**config.mk**
```make
export PLATFORM = sky130hd
export DESIGN_NAME = eight_bit_alu_with_flags_core_flat
export DESIGN_NICKNAME = d
export VERILOG_FILES = /design/src/hw/rtl/ealu_pkg.sv /design/src/hw/rtl/ealu_if.sv /design/src/hw/rtl/eight_bit_alu_with_flags_core.sv /design/src/hw/rtl/ealu_front.sv /design/src/hw/rtl/ealu_queue.sv /design/src/hw/rtl/ealu_back.sv /design/src/flat_wrapper.sv
export SDC_FILE = /design/constraint.sdc
export NUM_CORES = 1
export LEC_CHECK = 0
export BUFFER_PORTS_ARGS = -buffer_cell sky130_fd_sc_hd__buf_2
export CORE_MARGIN = 1.5
export CORE_UTILIZATION = 35
export CTS_CLUSTER_DIAMETER = 120
export CTS_CLUSTER_SIZE = 40
export DETAILED_ROUTE_END_ITERATION = 6
export GPL_TIMING_DRIVEN = 1
export PLACE_DENSITY = 0.48
export REMOVE_ABC_BUFFERS = 1
export SLEW_MARGIN = 25
export SYNTH_ARGS = -nofsm -noshare
export SYNTH_HDL_FRONTEND = slang
export SYNTH_SLANG_ARGS = --single-unit
```
**constraint.sdc**
```tcl
create_clock -name clk -period 10.18 [get_ports clk]
set_clock_uncertainty 0.2 [all_clocks]
set_input_delay 1.018 -clock clk [delete_from_list [all_inputs] [get_ports clk]]
set_output_delay 1.018 -clock clk [all_outputs]
set_load 0.01 [all_outputs]
```
**src/hw/rtl/ealu_pkg.sv**
```systemverilog
`timescale 1ns / 1ps
`default_nettype none
// ----------------------------------------------------------------------------
// ealu_pkg
// Shared types and constants of the eight-bit ALU: operation codes, the
// decoded work item passed from front to back, and the flag word.
// ----------------------------------------------------------------------------
package ealu_pkg;

	localparam int unsigned KIND_W  = 5;
	localparam int unsigned BYTE_W  = 8;
	localparam int unsigned WORD_W  = 16;
	localparam int unsigned BIDX_W  = 3;

	localparam logic [3:0] LO_NIBBLE = 4'h0F;
	localparam logic [7:0] HI_NIBBLE = 8'hF0;
	localparam logic [7:0] SIGN_BIT  = 8'h80;

	// Operation codes as they arrive on the input channel; OP_NOP is internal
	typedef enum logic [KIND_W-1:0] {
		OP_ADD   = 5'd0,
		OP_ADC   = 5'd1,
		OP_SUB   = 5'd2,
		OP_SBC   = 5'd3,
		OP_AND   = 5'd4,
		OP_OR    = 5'd5,
		OP_XOR   = 5'd6,
		OP_CP    = 5'd7,
		OP_INC   = 5'd8,
		OP_DEC   = 5'd9,
		OP_ADDHL = 5'd10,
		OP_SET   = 5'd11,
		OP_RES   = 5'd12,
		OP_BIT   = 5'd13,
		OP_SWAP  = 5'd14,
		OP_SRL   = 5'd15,
		OP_SLA   = 5'd16,
		OP_SRA   = 5'd17,
		OP_RL    = 5'd18,
		OP_RR    = 5'd19,
		OP_RLC   = 5'd20,
		OP_RRC   = 5'd21,
		OP_NOP   = 5'd22
	} op_t;

	// Decoded item held in the queue between front and back
	typedef struct packed {
		op_t               op;
		logic [BYTE_W-1:0] acc;
		logic [BYTE_W-1:0] operand;
		logic [BYTE_W-1:0] mask;
		logic [WORD_W-1:0] hl;
		logic [WORD_W-1:0] wide;
	} item_t;

	typedef struct packed {
		logic z;
		logic n;
		logic h;
		logic c;
	} flags_t;

	// Queue to back-end status
	typedef struct packed {
		logic  valid;
		item_t item;
	} head_t;

endpackage : ealu_pkg
`default_nettype wire

```
**src/hw/rtl/ealu_if.sv**
```systemverilog
`timescale 1ns / 1ps
`default_nettype none
// ----------------------------------------------------------------------------
// ealu_if
// Valid/ready channels of the ALU: operation requests in, results out.
// ----------------------------------------------------------------------------
interface ealu_req_if;
	logic        valid;
	logic        ready;
	logic [4:0]  kind;
	logic [7:0]  acc_in;
	logic [7:0]  operand;
	logic [2:0]  bit_index;
	logic [15:0] hl_in;
	logic [15:0] wide_operand;

	modport source (output valid, kind, acc_in, operand, bit_index, hl_in, wide_operand,
		input ready);
	modport sink (input valid, kind, acc_in, operand, bit_index, hl_in, wide_operand,
		output ready);
endinterface : ealu_req_if

interface ealu_rsp_if;
	logic        valid;
	logic        ready;
	logic [7:0]  value_out;
	logic        write_back;
	logic [15:0] hl_out;
	logic        flag_zero;
	logic        flag_subtract;
	logic        flag_half;
	logic        flag_carry;

	modport source (output valid, value_out, write_back, hl_out, flag_zero, flag_subtract,
		flag_half, flag_carry, input ready);
	modport sink (input valid, value_out, write_back, hl_out, flag_zero, flag_subtract,
		flag_half, flag_carry, output ready);
endinterface : ealu_rsp_if
`default_nettype wire

```
**src/hw/rtl/eight_bit_alu_with_flags_core.sv**
```systemverilog
`timescale 1ns / 1ps
`default_nettype none
// ----------------------------------------------------------------------------
// eight_bit_alu_with_flags_core
// Eight-bit ALU with Z/N/H/C flags: decode front, two-entry queue, execute
// back end with the flag register and a registered result.
// ----------------------------------------------------------------------------
//  channel | dir | handshake     | payload
//  req     | in  | valid / ready | kind, acc_in, operand, bit_index, hl_in, wide_operand
//  rsp     | out | valid / ready | value_out, write_back, hl_out, flag_zero..flag_carry
//
//  One beat per cycle sustained while rsp is ready; an accepted beat enters the
//  queue, executes on leaving it and is shown on rsp from the result register.
//  The flag register feeds back into the execute stage.
//  Reset clears the flags to zero and empties queue and result register.
//  A stalled rsp holds its beat; req keeps accepting until the queue is full.
// ----------------------------------------------------------------------------
module eight_bit_alu_with_flags_core (
	input  wire logic   clk,
	input  wire logic   arst_n,
	ealu_req_if.sink    req,
	ealu_rsp_if.source  rsp
);
	import ealu_pkg::*;

	item_t push_item;
	logic  push;
	logic  not_full;
	logic  pop;
	head_t head;

	ealu_front u_front (
		.req     (req),
		.q_ready (not_full),
		.q_item  (push_item),
		.q_push  (push)
	);

	ealu_queue u_queue (
		.clk       (clk),
		.arst_n    (arst_n),
		.push      (push),
		.push_item (push_item),
		.not_full  (not_full),
		.pop       (pop),
		.head      (head)
	);

	ealu_back u_back (
		.clk    (clk),
		.arst_n (arst_n),
		.head   (head),
		.pop    (pop),
		.rsp    (rsp)
	);

endmodule : eight_bit_alu_with_flags_core
`default_nettype wire

```
**src/hw/rtl/ealu_front.sv**
```systemverilog
`timescale 1ns / 1ps
`default_nettype none
// ----------------------------------------------------------------------------
// ealu_front
// Front end: classify the request beat into an internal operation and
// prepare the bit mask for set, res and bit.
// ----------------------------------------------------------------------------
module ealu_front (
	ealu_req_if.sink          req,
	input  wire logic         q_ready,
	output ealu_pkg::item_t   q_item,
	output logic              q_push
);
	import ealu_pkg::*;

	op_t op;

	// Map unused codes to a no-op
	always_comb begin
		if (req.kind inside {[OP_ADD:OP_RRC]}) begin
			op = op_t'(req.kind);
		end else begin
			op = OP_NOP;
		end
	end

	// Build the queue entry
	always_comb begin
		q_item.op      = op;
		q_item.acc     = req.acc_in;
		q_item.operand = req.operand;
		q_item.mask    = BYTE_W'(1) << req.bit_index;
		q_item.hl      = req.hl_in;
		q_item.wide    = req.wide_operand;
	end

	assign req.ready = q_ready;
	assign q_push    = req.valid & q_ready;

endmodule : ealu_front
`default_nettype wire

```
**src/hw/rtl/ealu_queue.sv**
```systemverilog
`timescale 1ns / 1ps
`default_nettype none
// ----------------------------------------------------------------------------
// ealu_queue
// Two-entry queue between front and back so each side stalls on its own.
// ----------------------------------------------------------------------------
module ealu_queue (
	input  wire logic            clk,
	input  wire logic            arst_n,
	input  wire logic            push,
	input  ealu_pkg::item_t      push_item,
	output logic                 not_full,
	input  wire logic            pop,
	output ealu_pkg::head_t      head
);
	import ealu_pkg::*;

	item_t      slot_q [2];
	logic       wr_ptr_q;
	logic       rd_ptr_q;
	logic [1:0] count_q;

	// Store payload
	always_ff @(posedge clk) begin
		if (push) begin
			slot_q[wr_ptr_q] <= push_item;
		end
	end

	// Advance pointers and occupancy
	always_ff @(posedge clk or negedge arst_n) begin
		if (!arst_n) begin
			wr_ptr_q <= 1'b0;
			rd_ptr_q <= 1'b0;
			count_q  <= 2'd0;
		end else begin
			if (push) begin
				wr_ptr_q <= ~wr_ptr_q;
			end
			if (pop) begin
				rd_ptr_q <= ~rd_ptr_q;
			end
			if (push && !pop) begin
				count_q <= count_q + 2'd1;
			end else if (pop && !push) begin
				count_q <= count_q - 2'd1;
			end
		end
	end

	assign not_full   = (count_q != 2'd2);
	assign head.valid = (count_q != 2'd0);
	assign head.item  = slot_q[rd_ptr_q];

endmodule : ealu_queue
`default_nettype wire

```
**src/hw/rtl/ealu_back.sv**
```systemverilog
`timescale 1ns / 1ps
`default_nettype none
// ----------------------------------------------------------------------------
// ealu_back
// Back end: execute the head operation against the held flags, update the
// flags and load the result register.
// ----------------------------------------------------------------------------
module ealu_back (
	input  wire logic         clk,
	input  wire logic         arst_n,
	input  ealu_pkg::head_t   head,
	output logic              pop,
	ealu_rsp_if.source        rsp
);
	import ealu_pkg::*;

	item_t       it;
	flags_t      flags_q;
	flags_t      nf;
	logic        cin;
	logic        cx;
	logic [7:0]  v;
	logic [7:0]  res;
	logic        wb;
	logic [15:0] hlo;
	logic [8:0]  sum9;
	logic [8:0]  diff9;
	logic [4:0]  nadd;
	logic [4:0]  nsub;
	logic [16:0] sum17;
	logic [12:0] nadd13;

	logic        out_valid_q;
	logic [7:0]  value_q;
	logic        wb_q;
	logic [15:0] hl_q;
	flags_t      oflags_q;

	assign it  = head.item;
	assign v   = it.operand;
	assign cin = flags_q.c;
	assign cx  = ((it.op == OP_ADC) || (it.op == OP_SBC)) ? cin : 1'b0;

	// Adders for the arithmetic group; the byte adders are shared between ops
	assign sum9   = {1'b0, it.acc} + {1'b0, v} + {8'd0, cx};
	assign diff9  = {1'b0, it.acc} - {1'b0, v} - {8'd0, cx};
	assign nadd   = {1'b0, it.acc[3:0]} + {1'b0, v[3:0]} + {4'd0, cx};
	assign nsub   = {1'b0, it.acc[3:0]} - {1'b0, v[3:0]} - {4'd0, cx};
	assign sum17  = {1'b0, it.hl} + {1'b0, it.wide};
	assign nadd13 = {1'b0, it.hl[11:0]} + {1'b0, it.wide[11:0]};

	// Execute one operation
	always_comb begin
		nf  = flags_q;
		res = '0;
		wb  = 1'b1;
		hlo = it.hl;
		case (it.op)
			OP_ADD, OP_ADC: begin
				res = sum9[7:0];
				nf  = '{z: (res == '0), n: 1'b0, h: nadd[4], c: sum9[8]};
			end
			OP_SUB, OP_SBC: begin
				res = diff9[7:0];
				nf  = '{z: (res == '0), n: 1'b1, h: nsub[4], c: diff9[8]};
			end
			OP_CP: begin
				nf  = '{z: (diff9[7:0] == '0), n: 1'b1, h: nsub[4], c: diff9[8]};
				wb  = 1'b0;
			end
			OP_AND: begin
				res = it.acc & v;
				nf  = '{z: (res == '0), n: 1'b0, h: 1'b1, c: 1'b0};
			end
			OP_OR: begin
				res = it.acc | v;
				nf  = '{z: (res == '0), n: 1'b0, h: 1'b0, c: 1'b0};
			end
			OP_XOR: begin
				res = it.acc ^ v;
				nf  = '{z: (res == '0), n: 1'b0, h: 1'b0, c: 1'b0};
			end
			OP_INC: begin
				res = v + 8'd1;
				nf  = '{z: (res == '0), n: 1'b0, h: (v[3:0] == LO_NIBBLE), c: cin};
			end
			OP_DEC: begin
				res = v - 8'd1;
				nf  = '{z: (res == '0), n: 1'b1, h: (v[3:0] == 4'd0), c: cin};
			end
			OP_ADDHL: begin
				hlo = sum17[15:0];
				nf  = '{z: flags_q.z, n: 1'b0, h: nadd13[12], c: sum17[16]};
				wb  = 1'b0;
			end
			OP_SET: begin
				res = v | it.mask;
			end
			OP_RES: begin
				res = v & ~it.mask;
			end
			OP_BIT: begin
				nf  = '{z: ((v & it.mask) == '0), n: 1'b0, h: 1'b1, c: cin};
				wb  = 1'b0;
			end
			OP_SWAP: begin
				res = {v[3:0], v[7:4]};
				nf  = '{z: ((v & (HI_NIBBLE | 8'(LO_NIBBLE))) == '0), n: 1'b0, h: 1'b0,
					c: 1'b0};
			end
			OP_SRL: begin
				res = {1'b0, v[7:1]};
				nf  = '{z: (res == '0), n: 1'b0, h: 1'b0, c: v[0]};
			end
			OP_SLA: begin
				res = {v[6:0], 1'b0};
				nf  = '{z: (res == '0), n: 1'b0, h: 1'b0, c: ((v & SIGN_BIT) != '0)};
			end
			OP_SRA: begin
				res = {v[7], v[7:1]};
				nf  = '{z: (res == '0), n: 1'b0, h: 1'b0, c: v[0]};
			end
			OP_RL: begin
				res = {v[6:0], cin};
				nf  = '{z: (res == '0), n: 1'b0, h: 1'b0, c: v[7]};
			end
			OP_RR: begin
				res = {cin, v[7:1]};
				nf  = '{z: (res == '0), n: 1'b0, h: 1'b0, c: v[0]};
			end
			OP_RLC: begin
				res = {v[6:0], v[7]};
				nf  = '{z: (res == '0), n: 1'b0, h: 1'b0, c: v[7]};
			end
			OP_RRC: begin
				res = {v[0], v[7:1]};
				nf  = '{z: (res == '0), n: 1'b0, h: 1'b0, c: v[0]};
			end
			default: begin
				wb  = 1'b0;
			end
		endcase
	end

	// Take the head when the result register is free or being drained
	assign pop = head.valid && (!out_valid_q || rsp.ready);

	// Flags and result valid
	always_ff @(posedge clk or negedge arst_n) begin
		if (!arst_n) begin
			flags_q     <= '0;
			out_valid_q <= 1'b0;
		end else begin
			if (pop) begin
				flags_q <= nf;
			end
			if (pop) begin
				out_valid_q <= 1'b1;
			end else if (rsp.ready) begin
				out_valid_q <= 1'b0;
			end
		end
	end

	// Result payload
	always_ff @(posedge clk) begin
		if (pop) begin
			value_q  <= res;
			wb_q     <= wb;
			hl_q     <= hlo;
			oflags_q <= nf;
		end
	end

	assign rsp.valid         = out_valid_q;
	assign rsp.value_out     = value_q;
	assign rsp.write_back    = wb_q;
	assign rsp.hl_out        = hl_q;
	assign rsp.flag_zero     = oflags_q.z;
	assign rsp.flag_subtract = oflags_q.n;
	assign rsp.flag_half     = oflags_q.h;
	assign rsp.flag_carry    = oflags_q.c;

endmodule : ealu_back
`default_nettype wire

```
**src/flat_wrapper.sv**
```systemverilog
// flat-port wrapper written by rule: the top's interface ports become plain ports
module eight_bit_alu_with_flags_core_flat import ealu_pkg::*;
  (clk, arst_n, req_valid, req_kind, req_acc_in, req_operand, req_bit_index, req_hl_in, req_wide_operand, req_ready, rsp_valid, rsp_value_out, rsp_write_back, rsp_hl_out, rsp_flag_zero, rsp_flag_subtract, rsp_flag_half, rsp_flag_carry, rsp_ready);
  ealu_req_if req_i ();
  ealu_rsp_if rsp_i ();
  input  wire logic clk;
  input  wire logic arst_n;
  input wire logic [$bits(req_i.valid)-1:0] req_valid;
  input wire logic [$bits(req_i.kind)-1:0] req_kind;
  input wire logic [$bits(req_i.acc_in)-1:0] req_acc_in;
  input wire logic [$bits(req_i.operand)-1:0] req_operand;
  input wire logic [$bits(req_i.bit_index)-1:0] req_bit_index;
  input wire logic [$bits(req_i.hl_in)-1:0] req_hl_in;
  input wire logic [$bits(req_i.wide_operand)-1:0] req_wide_operand;
  output wire logic [$bits(req_i.ready)-1:0] req_ready;
  output wire logic [$bits(rsp_i.valid)-1:0] rsp_valid;
  output wire logic [$bits(rsp_i.value_out)-1:0] rsp_value_out;
  output wire logic [$bits(rsp_i.write_back)-1:0] rsp_write_back;
  output wire logic [$bits(rsp_i.hl_out)-1:0] rsp_hl_out;
  output wire logic [$bits(rsp_i.flag_zero)-1:0] rsp_flag_zero;
  output wire logic [$bits(rsp_i.flag_subtract)-1:0] rsp_flag_subtract;
  output wire logic [$bits(rsp_i.flag_half)-1:0] rsp_flag_half;
  output wire logic [$bits(rsp_i.flag_carry)-1:0] rsp_flag_carry;
  input wire logic [$bits(rsp_i.ready)-1:0] rsp_ready;
  assign req_i.valid = req_valid;
  assign req_i.kind = req_kind;
  assign req_i.acc_in = req_acc_in;
  assign req_i.operand = req_operand;
  assign req_i.bit_index = req_bit_index;
  assign req_i.hl_in = req_hl_in;
  assign req_i.wide_operand = req_wide_operand;
  assign req_ready = req_i.ready;
  assign rsp_valid = rsp_i.valid;
  assign rsp_value_out = rsp_i.value_out;
  assign rsp_write_back = rsp_i.write_back;
  assign rsp_hl_out = rsp_i.hl_out;
  assign rsp_flag_zero = rsp_i.flag_zero;
  assign rsp_flag_subtract = rsp_i.flag_subtract;
  assign rsp_flag_half = rsp_i.flag_half;
  assign rsp_flag_carry = rsp_i.flag_carry;
  assign rsp_i.ready = rsp_ready;
  eight_bit_alu_with_flags_core u_core (.clk(clk), .arst_n(arst_n), .req(req_i), .rsp(rsp_i));
endmodule
```
After elaboration in Yosys (flattened, before gate mapping)
Memory sizes are Yosys's and may differ from the RTL's.
Index checks and enable logic that the tools add are counted.
{"block": "totals", "mem_count": 1, "ff_bits": 38, "output_inout_bits": 31, "ram_bits": 122, "in_bits": 60}
{"memory": "u_core.u_queue.slot_q", "depth": 2, "word_bits": 61, "read_ports": 1, "rd_ports_with_merged_regs": 0, "wr": 1, "line_no": "ealu_queue.sv:18", "source": "item_t slot_q [2];"}
{"block": "classes", "add_sub_neg": 14, "n_eq_ne": 23, "n_bitwise": 10, "n_reduce_logical": 34, "n_mux": 12, "shifts": 1, "n_lt_le_gt_ge": 2}
{"cell": "one-hot mux 8 bit (17 select lines)", "n": 1}
{"cell": "logical NOT 8 bit", "n": 14}
{"cell": "one-hot mux 4 bit (17 select lines)", "n": 1}
{"cell": "equality test 5 x 4 -> 1 bit (second input constant)", "n": 8}
{"cell": "equality test 5 bit (second input constant)", "n": 6}
{"cell": "AND 8 bit", "n": 3}
{"cell": "equality test 5 x 3 -> 1 bit (second input constant)", "n": 4}
{"cell": "OR reduction 19 bit", "n": 1}
{"cell": "adder 16 x 16 -> 17 bit", "n": 1}
{"cell": "two-way mux 16 bit", "n": 1}
{"cell": "bitwise OR 8 bit", "n": 2}
{"cell": "logical NOT 7 bit", "n": 2}
{"cell": "adder 12 x 12 -> 13 bit", "n": 1}
{"cell": "equality test 5 x 2 -> 1 bit (second input constant)", "n": 2}
{"cell": "adder 8 x 8 -> 9 bit", "n": 1}
{"cell": "adder 9 x 1 -> 9 bit", "n": 1}
{"cell": "subtractor 8 x 8 -> 9 bit", "n": 1}
{"cell": "subtractor 9 x 1 -> 9 bit", "n": 1}
{"cell": "adder 8 x 1 -> 8 bit (second input constant)", "n": 1}
{"cell": "inverter 8 bit", "n": 1}
{"cell": "<< shifter 1 x 3 -> 8 bit (first input constant)", "n": 1}
{"cell": "subtractor 8 x 1 -> 8 bit (second input constant)", "n": 1}
{"cell": "XOR 8 bit", "n": 1}
{"cell": "two-way mux 1 bit", "n": 6}
{"cell": "other kinds (23)", "n": 34}

Longest topological paths before layout
Gate-level depths: netlist (run 1).
An unclocked memory read counts as a cell.
{"block": "depth", "word_depth": 7, "mapped_depth": 19}

Modules after synthesis
Synthesis (run 1) repeated with hierarchy kept, for this count alone.
{"block": "hier_totals", "cells_unflattened": 819, "area_unflattened_um2": 9919.5}
{"module": "ealu_queue", "area_each_um2": 4892.2, "instances": 1, "seq_area_each_um2": 3763.6, "cells_per_inst": 206}
{"module": "ealu_back", "area_each_um2": 4553.1, "instances": 1, "seq_area_each_um2": 996.0, "cells_per_inst": 547}
{"module": "ealu_front", "area_each_um2": 474.2, "instances": 1, "seq_area_each_um2": 0.0, "cells_per_inst": 66}

Worst setup path after synthesis (run 1)
OpenSTA, ideal clock, no wires.
{"block": "synth_timing", "path_kind": "register -> register", "from": "register u_core.u_queue.rd_ptr_q", "to": "register u_core.u_back.oflags_q, in the netlist u_core.u_back.rsp.flag_carry, data pin", "t_arrival_ns": 3.882, "path_stages_with_launch": 19, "setup_slack_ns": 5.832, "required_ns": 9.715, "path_buffers": 7, "cell_sequence": "dfrtp_1 buf_6 buf_12 buf_8 buf_8 buf_2 buf_2 buf_2 mux2i_1 inv_1 fa_1 fa_1 a211oi_1 o21ai_0 a21o_1 a21oi_1 nor3_1 a211oi_1 nand2_1"}
{"item": "start, declared", "line_no": "ealu_queue.sv:20", "source": "logic rd_ptr_q;"}
{"item": "start signal, assigned", "line_no": "ealu_queue.sv:41", "source": "rd_ptr_q <= ~rd_ptr_q;"}
{"item": "end signal, assigned", "line_no": "ealu_back.sv:171", "source": "oflags_q <= nf;"}
{"item": "end, declared", "line_no": "ealu_back.sv:37", "source": "flags_t oflags_q;"}

==> results of run 1 <==
## sequential cells by signal (all words and copies together) (netlist names), 2 cells and up
signal	cells
u_core.u_back.flags_q	3
u_core.u_back.rsp.value_out	8
u_core.u_queue.count_q	2
u_core.u_queue.slot_q	122
u_core.u_back.rsp.hl_out	16
## kinds of logic after synthesis
kind of cell / share of synthesized area [%]
and+or+nand+nor: 12.5
AOI/OAI and AO/OA: 13.7
DFF: 49.9
muxes: 9.64
buffers and inverters: 3.04
adders and majority gates: 7.60
xor gates and xnor gates: 3.58
## cells in the mapped netlist (9+ instances only)
master / count
a21o_1: 11
a21oi_1: 29
buf_2: 13
dfrtp_1: 9
edfxtp_1: 151
ha_1: 50
inv_1: 29
mux2_2: 43
mux2i_1: 17
nand2_1: 56
nand2b_1: 10
nand3_1: 14
nand4_1: 14
nor2_1: 46
nor3_1: 24
o21ai_0: 35
xnor2_1: 25
xor2_1: 14
## power by group through the flow
stage	combinational (mW)	clock, mW	sequential (mW)
floorplan	1.42	0	1.15
global placement	2.07	0	1.11
detailed placement	2.05	0	1.11
CTS	2.06	0.671	1.09
global route	2.26	0.693	1.11
finish	2.06	0.653	1.09
## layer usage
layer | track usage (%) | share of wire (%) | vias to the layer above
met4 | 5.63 | 2.2 | 2
met5 | 0 | 0.047 | -
met3 | 3.93 | 5.2 | 38
met2 | 30.1 | 47 | 195
li1 | - | - | 3223
met1 | 24.4 | 45 | 3297
## through the flow
stage / util (%) / power, mW / instances
floorplan: - / 2.56 / 759
global placement: 38.4 / 3.18 / 1198
detailed placement: 38.4 / 3.15 / 1198
CTS: 40.6 / 3.83 / 1230
global route: 40.6 / 4.07 / 1230
finish: 40.7 / 3.81 / 1232
## cell type report
cell class	instances	area, um2	area share [%]
Multi-Input combinational cell	567	4500	41.2
Timing Repair Buffer	98	510	4.67
Antenna cell	2	5.00	0.0458
Clock buffer	18	429	3.93
Clock inverter	14	169	1.55
Sequential cell	160	4760	43.6
Inverter	32	123	1.12
Tap cell	341	427	3.90
## how the worst min path moves through the flow
stage / start / to / slack (ns) / depth (start not counted)
final: arst_n / u_core.u_back.rsp.valid / 0.24 / 1
after global routing: arst_n / u_core.u_back.rsp.valid / 0.24 / 1
after CTS: arst_n / u_core.u_back.rsp.valid / 0.23 / 1
after detailed placement: u_core.u_back.flags_q[2] / u_core.u_back.flags_q[2] / 0.27 / 2
after global placement: u_core.u_back.flags_q[2] / u_core.u_back.flags_q[2] / 0.27 / 2
after floorplan: u_core.u_back.flags_q[2] / u_core.u_back.flags_q[2] / 0.25 / 2
## layout by cell type (no fill, tap or decap), drive strengths merged, types with 14 or more instances in the layout
cell type	count
buf	98
mux2i	29
nand2	57
inv	40
nand4	14
xor2	14
a21oi	30
edfxtp	151
nand3	14
nor3	27
o21ai	38
mux2	45
ha	50
nor2	48
clkbuf	18
xnor2	25
==> flow_summary.ini, run 1 <==
[worst_setup_path]
crit_chain = mux2i_2 -> nand2_1 -> nor2_1 -> nand3_1 -> fa_1 -> inv_1 -> fa_1 -> nand2b_1 -> a21oi_1 -> o21ai_0 -> a31oi_1 -> xor2_1 -> a211oi_1 -> nand2_1
cp_max_fo = 38
start_kind = flip-flop
crit_buf_inv = 1
r2r_start = u_core.u_queue.rd_ptr_q
required_ns = 10.16
endpoint = u_core.u_back.rsp.flag_carry
slowest_delay_ns = 0.81
reg2regPathDepth = 14
crit_slowest_cell = dfrtp_4
reg2reg_slack_ns = 4.97
crit_family = compound AO/OA/AOI/OAI gates
worst-path-stages = 14
cp-startpoint = u_core.u_queue.rd_ptr_q
r2r_end = u_core.u_back.rsp.flag_carry
crit_type = flip-flop to flip-flop
crit_arrival_ns = 5.19
crit_path_end_kind = flip-flop

[clocking]
ctsHoldBuffers = 0
clk_pin_slew_ns = 0.07
post-cts-setup-buffers = 0
htreeDepth = 4
tritoncts = yes
cts_buffers = 17
cts-resized-gates = 0
cts_sinks = 160
root_buffer = clkbuf_16
ctsLongestPathBuffers = 2
clk-insertion-delay-late_ns = 0.44

[sta]
slew_violations = 0
fin_ws_ns = 4.97
rsz0062_at_grt = no
tightest_slew_ns = 0.908
final.setup.tns_ns = 0
final_hold_viol_count = 0
period_share_pct = 51.2
fmax_mhz = 192
setup_viol = 0
relSlewSlack_pct = 39.5
fin_crit_ns = 5.21
holdWs_ns = 0.235

[routing]
firstDrtPassIters = 5
wl_per_cell_um = 20.5
drtAntennaViolNets = 0
finalWirelength_um = 25300
num_vias = 6755
route.detailed.drc = 0
drt-vias-per-instance = 5.48
drtIter0Drc = 572

[floorplan]
core_area_um2 = 26900
die_w_um = 168
io_pins = 91
die_area_um2 = 28300
std_cell_rows = 60
initial_core_util_pct = 35.5
fp.dieH_um = 168

[final_layout]
fin_nets = 991
drive_gt1_share_pct = 25.0
fin_area_um2 = 10900
area_growth_pct = 14.5
fill_cells = 2587

[worst_hold_path]
hold_class = input pin to async pin

[place]
detailedPlace.worstSlack_ns = 5.07
place_congestion = 0.923
placed_area_um2 = 10300
io_buffers = 90
dp.final_hpwl_um = 18200

[power]
p_sw_share_pct = 44.1
combPwrFrac_pct = 54.2
peakVddDrop_mv = 0.124
leakage_nw = 4.08
p_int_mw = 2.13
p_seq_share_pct = 28.6
p_sw_mw = 1.68
power_frac_clock_pct = 17.1
cellPowerDensity_nw_per_um2 = 348

[global_routing]
grt-ovfl-total = 0
antenna_found_initial = 3
grt_use_total_pct = 18.4
grt_pass1_wl_um = 39500
grt_max_degree = 62
first_global_vias = 6730

[logic_synthesis]
yosys_warnings = 0
synthTopCellsByArea = edfxtp_1 (48%), ha_1 (6.6%), mux2_2 (5.1%), dfrtp_1 (2.4%), xnor2_1 (2.3%)
syn_inst = 784
yosysUniqueCellTypes = 92
synth_seq_area_share_pct = 49.9
synth_seq_cells = 160
yosys_most_used_dff = edfxtp_1
synth.avg_cell_area_um2 = 12.2
synth_edf_count = 151
synthesis.area_um2 = 9540
synthArstFlopShare_pct = 5.63
synth_top_area_share_pct = 47.5
synth_top_area_cell = edfxtp_1

[run]
drv_cap = 0

[outcome]
status = finished clean
Power figures use the tool's default switching activity.
==> run 2: changes to the inputs <==
ABC_AREA = 1   (was default)
PLACE_DENSITY = 0.5   (was 0.48)
clock period = 4.61 ns   (was 10.18 ns; I/O delays follow)
==> flow_summary.ini, run 2 <==
[worst_setup_path]
crit_chain = inv_2 -> nand2_1 -> nand2_2 -> inv_2 -> nand2_1 -> nor4_1 -> buf_4 -> inv_1 -> fa_1 -> inv_1 -> fa_1 -> nand2_1 -> nand2_1 -> nand2_1 -> xor2_1 -> o221ai_1 -> nor4_1 -> nand2_1
r2r_start = u_core.u_queue.rd_ptr_q
crit_family = simple AND/OR/NAND/NOR gates
r2r_end = u_core.u_back.rsp.value_out[4]
reg2regPathDepth = 18
cp_common_cell = nand2_1
worst-path-stages = 18
slowest_delay_ns = 0.43
required_ns = 4.58
crit_buf_inv = 5
start_kind = flip-flop
crit_type = flip-flop to flip-flop
cp_max_fo = 28
reg2reg_slack_ns = 0.54
crit_slowest_cell = dfrtp_2
crit_path_end_kind = flip-flop
endpoint = u_core.u_back.rsp.value_out[4]
cp-startpoint = u_core.u_queue.rd_ptr_q
crit_arrival_ns = 4.03

[place]
placed_area_um2 = 10500
placedCellCount = 1500
place_congestion = 0.956
io_buffers = 90
dp.final_hpwl_um = 21800

[clocking]
clk_pin_slew_ns = 0.08
cts_buffers = 17
ctsLongestPathBuffers = 2
cts-resized-gates = 0
tritoncts = yes
root_buffer = clkbuf_16
clk-insertion-delay-late_ns = 0.44
cts_sinks = 160
htreeDepth = 4

[sta]
holdWs_ns = 0.00928
fmax_mhz = 246
final_hold_viol_count = 0
rsz0062_at_grt = no
relSlewSlack_pct = 42.9
fin_crit_ns = 4.07
slew_violations = 0
setup_viol = 0
tightest_slew_ns = 0.857
period_share_pct = 88.2
final.setup.tns_ns = 0

[logic_synthesis]
synth_compound_area_share_pct = 9.09
synth_seq_cells = 160
muxShareOfSynthArea_pct = 0
synth.avg_cell_area_um2 = 8.98
synth_edf_count = 151
synth-simple-area-share_pct = 26.4
synthTopCellsByCount = nand2_1 (318), edfxtp_1 (151), inv_1 (97)
synthAdderAreaFrac_pct = 7.52
synth-xor-area-share_pct = 1.91
synth_seq_area_share_pct = 49.3
yosys_most_used_dff = edfxtp_1
synth_top_area_cell = edfxtp_1
synth_top_family_by_area = simple AND/OR/NAND/NOR gates
yosysMostFrequentCell = nand2_1
synth_top_area_share_pct = 47.0
yosys_warnings = 0
yosysUniqueCellTypes = 53
synthesis.area_um2 = 9650
synthTopCellsByArea = edfxtp_1 (47%), nand2_1 (12%), ha_1 (6.5%), inv_1 (3.8%), nor2_1 (3.0%)
syn_inst = 1075
synthArstFlopShare_pct = 5.63

[final_layout]
largest_reg_flops = 122
area_growth_pct = 16.6
fin_area_um2 = 11300
stdcell_count = 1541
final_cell_mix = nand2_1 (318), edfxtp_1 (151), inv_1 (97), buf_2 (90), nor2_1 (74)
drive_gt1_share_pct = 19.2
fin_nets = 1300
final_common_cell = nand2_1
fill_cells = 2726
regMostFlops = u_core.u_queue.slot_q

[global_routing]
grt-ovfl-total = 0
first_global_vias = 7618
grt_pass1_wl_um = 44600
grt_max_degree = 68
grt_use_total_pct = 21.0
antenna_found_initial = 4

[routing]
drtIter0Drc = 568
route.detailed.drc = 0
drt-vias-per-instance = 5.08
wl_per_cell_um = 19.0
firstDrtPassIters = 5
finalWirelength_um = 29300
num_vias = 7830
drtAntennaViolNets = 0

[floorplan]
fp.dieH_um = 169
core_area_um2 = 27000
std_cell_rows = 60
io_pins = 91
initial_core_util_pct = 35.7
die_w_um = 169
die_area_um2 = 28600

[worst_hold_path]
hold_class = input pin to flip-flop

[power]
leakage_nw = 4.92
p_sw_mw = 4.62
combPwrFrac_pct = 59.1
p_seq_share_pct = 24.7
p_sw_share_pct = 49.7
finalPower_mw = 9.28
cellPowerDensity_nw_per_um2 = 825
p_int_mw = 4.67
power_frac_clock_pct = 16.2
peakVddDrop_mv = 0.251

[outcome]
status = finished clean

[run]
drv_cap = 0
[run 2: cells by family after synthesis]
kind of cell / Yosys count
fa+ha+maj: 55
compound gates: 144
xor+xnor: 21
buf+inv: 132
simple gates: 563
flops: 160
[run 2: worst min-delay path by stage]
stage	cells after the start	slack, ns	start	endpoint
after global placement	1	0.15	arst_n	u_core.u_queue.count_q[1]
after detailed placement	1	0.16	arst_n	u_core.u_back.rsp.valid
after global routing	1	0.0009	req_hl_in[11]	u_core.u_queue.slot_q[1][27]
after floorplan	0	-0.03	arst_n	u_core.u_back.cin
final	1	0.009	req_wide_operand[2]	u_core.u_queue.slot_q[1][2]
after CTS	1	0.002	req_hl_in[10]	u_core.u_queue.slot_q[1][26]
[run 2: through the flow]
step,utilization [%],worst slack [ns]
2_1_floorplan,-,-0.266
4_1_cts,41.6,0.583
6_report,41.6,0.545
3_3_place_gp,39.0,0.587
5_1_grt,41.6,0.273
3_5_place_dp,39.0,0.616
[run 2: layer usage]
metal	GRT usage, %	routed length (um)
met1	27.7	13300
met2	34.9	13800
met3	2.92	1260
met4	8.20	1000
met5	0	12
[run 2: area by class of cell]
cell class | count | area (um2) | share of cell area, %
clock inverters | 15 | 210 | 1.87
diodes | 2 | 5.00 | 0.0445
inverters | 110 | 415 | 3.69
repair buffers | 113 | 653 | 5.80
flip-flops and latches | 160 | 4760 | 42.3
clock buffers | 17 | 425 | 3.78
multi-input cells | 783 | 4360 | 38.7
well taps | 341 | 427 | 3.79
[run 2: worst reg2reg max path: stages, from the launching register on]
cell      delay (ns)
dfrtp_2         0.43
inv_2           0.40
nand2_1         0.14
nand2_2         0.12
inv_2           0.06
nand2_1         0.13
nor4_1          0.06
buf_4           0.17
inv_1           0.07
fa_1            0.22
inv_1           0.07
fa_1            0.42
nand2_1         0.12
nand2_1         0.05
nand2_1         0.14
xor2_1          0.36
o221ai_1        0.20
nor4_1          0.34
nand2_1         0.09
[run 2: power groups by stage]
stage               sequential [mW]  combinational, mW  clock (mW)
floorplan                      2.44               3.54           0
global placement               2.33               5.50           0
detailed placement             2.32               5.45           0
CTS                            2.30               5.48        1.53
global route                   2.33               6.09        1.58
finish                         2.29               5.49        1.50
[run 2: repair_timing]
item	in CTS	in global routing
hold buffers	6	1
setup buffers	0	0
endpoints found under the hold margin	18	2
==> run 3: changes to the inputs <==
PLACE_DENSITY = default   (was 0.5)
==> flow_summary.ini, run 3 (synthesis results as in run 2) <==
[outcome]
status = finished clean

[worst_setup_path]
endpoint = u_core.u_back.rsp.value_out[7]
start_kind = flip-flop
slowest_delay_ns = 0.46
reg2regPathDepth = 14
crit_chain = inv_2 -> buf_4 -> nand2_2 -> nand2_4 -> inv_2 -> ha_1 -> ha_1 -> a21oi_1 -> a21boi_0 -> nand3b_1 -> nand3_1 -> o2111ai_1 -> nor3_1 -> nand3_1
crit_path_end_kind = flip-flop
reg2reg_slack_ns = 0.57
cp_max_fo = 24
crit_arrival_ns = 4.00
cp-startpoint = u_core.u_queue.rd_ptr_q
required_ns = 4.57
crit_slowest_cell = ha_1
r2r_end = u_core.u_back.rsp.value_out[7]
r2r_start = u_core.u_queue.rd_ptr_q
crit_type = flip-flop to flip-flop

[power]
cellPowerDensity_nw_per_um2 = 810
peakVddDrop_mv = 0.288
leakage_nw = 4.87
finalPower_mw = 9.01

[clocking]
cts_buffers = 17
clk-insertion-delay-late_ns = 0.43
tritoncts = yes
ctsLongestPathBuffers = 2
root_buffer = clkbuf_16
clk_pin_slew_ns = 0.07
ctsHoldBuffers = 3
htreeDepth = 4
cts-resized-gates = 0
post-cts-setup-buffers = 0
cts_sinks = 160

[global_routing]
grt-ovfl-total = 0
grt_pass1_wl_um = 42800
grt_max_degree = 68
antenna_found_initial = 2
grt_use_total_pct = 20.0
first_global_vias = 7649

[place]
placed_area_um2 = 10500
io_buffers = 90
placedCellCount = 1498
dp.final_hpwl_um = 20900
place_congestion = 0.974

[final_layout]
drive_gt1_share_pct = 19.0
fill_cells = 2688
n_antenna_cell = 0
fin_nets = 1294
area_growth_pct = 15.3
stdcell_count = 1533
largest_reg_flops = 122
final_common_cell = nand2_1
fin_area_um2 = 11100
post-route-util_pct = 41.2
final_cell_mix = nand2_1 (318), edfxtp_1 (151), inv_1 (97), buf_2 (90), nor2_1 (74)
regMostFlops = u_core.u_queue.slot_q

[routing]
drtIter0Drc = 632
route.detailed.drc = 0
drtAntennaViolNets = 0
firstDrtPassIters = 5
wl_per_cell_um = 18.0
num_vias = 7859
drt-vias-per-instance = 5.13
finalWirelength_um = 27700

[worst_hold_path]
hold_class = input pin to flip-flop

[floorplan]
std_cell_rows = 60
die_w_um = 169
fp.dieH_um = 169
io_pins = 91
core_area_um2 = 27000
initial_core_util_pct = 35.7
die_area_um2 = 28600

[sta]
slew_violations = 0
fin_crit_ns = 4.04
setup_viol = 0
tightest_slew_ns = 0.963
relSlewSlack_pct = 35.3
fmax_mhz = 248
rsz0062_at_grt = no
period_share_pct = 87.6
final_hold_viol_count = 0

[run]
drv_cap = 0
run 3: final cells by class:
class	instances	area [um2]	area share [%]
Tap cell	341	427	3.83
Clock buffer	18	429	3.86
Clock inverter	14	144	1.29
Timing Repair Buffer	107	598	5.37
Inverter	110	415	3.73
Multi-Input combinational cell	783	4360	39.1
Sequential cell	160	4760	42.8
run 3: metal layers:
layer | global-route usage (%) | wire length [um]
met2 | 33.5 | 13200
met4 | 8.50 | 983
met3 | 4.00 | 1550
met5 | 0 | 26
met1 | 25.1 | 12000
run 3: stage by stage:
| stage | setup TNS, ns | hold slack (ns) | setup WS [ns] |
|---|---|---|---|
| global route | 0 | 0.00351 | 0.236 |
| floorplan | -2.08 | -0.0346 | -0.266 |
| CTS | 0 | 0.000656 | 0.540 |
| global placement | 0 | 0.154 | 0.524 |
| finish | 0 | 0.0160 | 0.573 |
| detailed placement | 0 | 0.149 | 0.519 |
run 3: how the worst min path moves through the flow:
stage / start / to / cells past startpoint
detailed placement: arst_n / u_core.u_back.rsp.valid / 1
global route: req_hl_in[3] / u_core.u_queue.slot_q[1][19] / 1
finish: req_wide_operand[11] / u_core.u_queue.slot_q[1][11] / 1
global placement: arst_n / u_core.u_back.flags_q[3] / 1
CTS: req_hl_in[3] / u_core.u_queue.slot_q[1][19] / 1
floorplan: arst_n / u_core.u_back.cin / 0
run 3: worst max-delay path: cells and delay by family (launching register included):
kind | cells | cell delay, ns
buffers and inverters | 3 | 0.83
adders and majority gates | 2 | 0.90
DFF | 1 | 0.43
AOI/OAI and AO/OA | 3 | 0.53
and+or+nand+nor | 6 | 0.89
run 3: report_power, final:
group	total, mW	leakage (nW)	switching, mW	internal, mW
clock	1.36	0.278	0.639	0.721
sequential	2.29	1.53	0.128	2.16
combinational	5.36	3.06	3.66	1.70
total	9.01	4.87	4.43	4.58
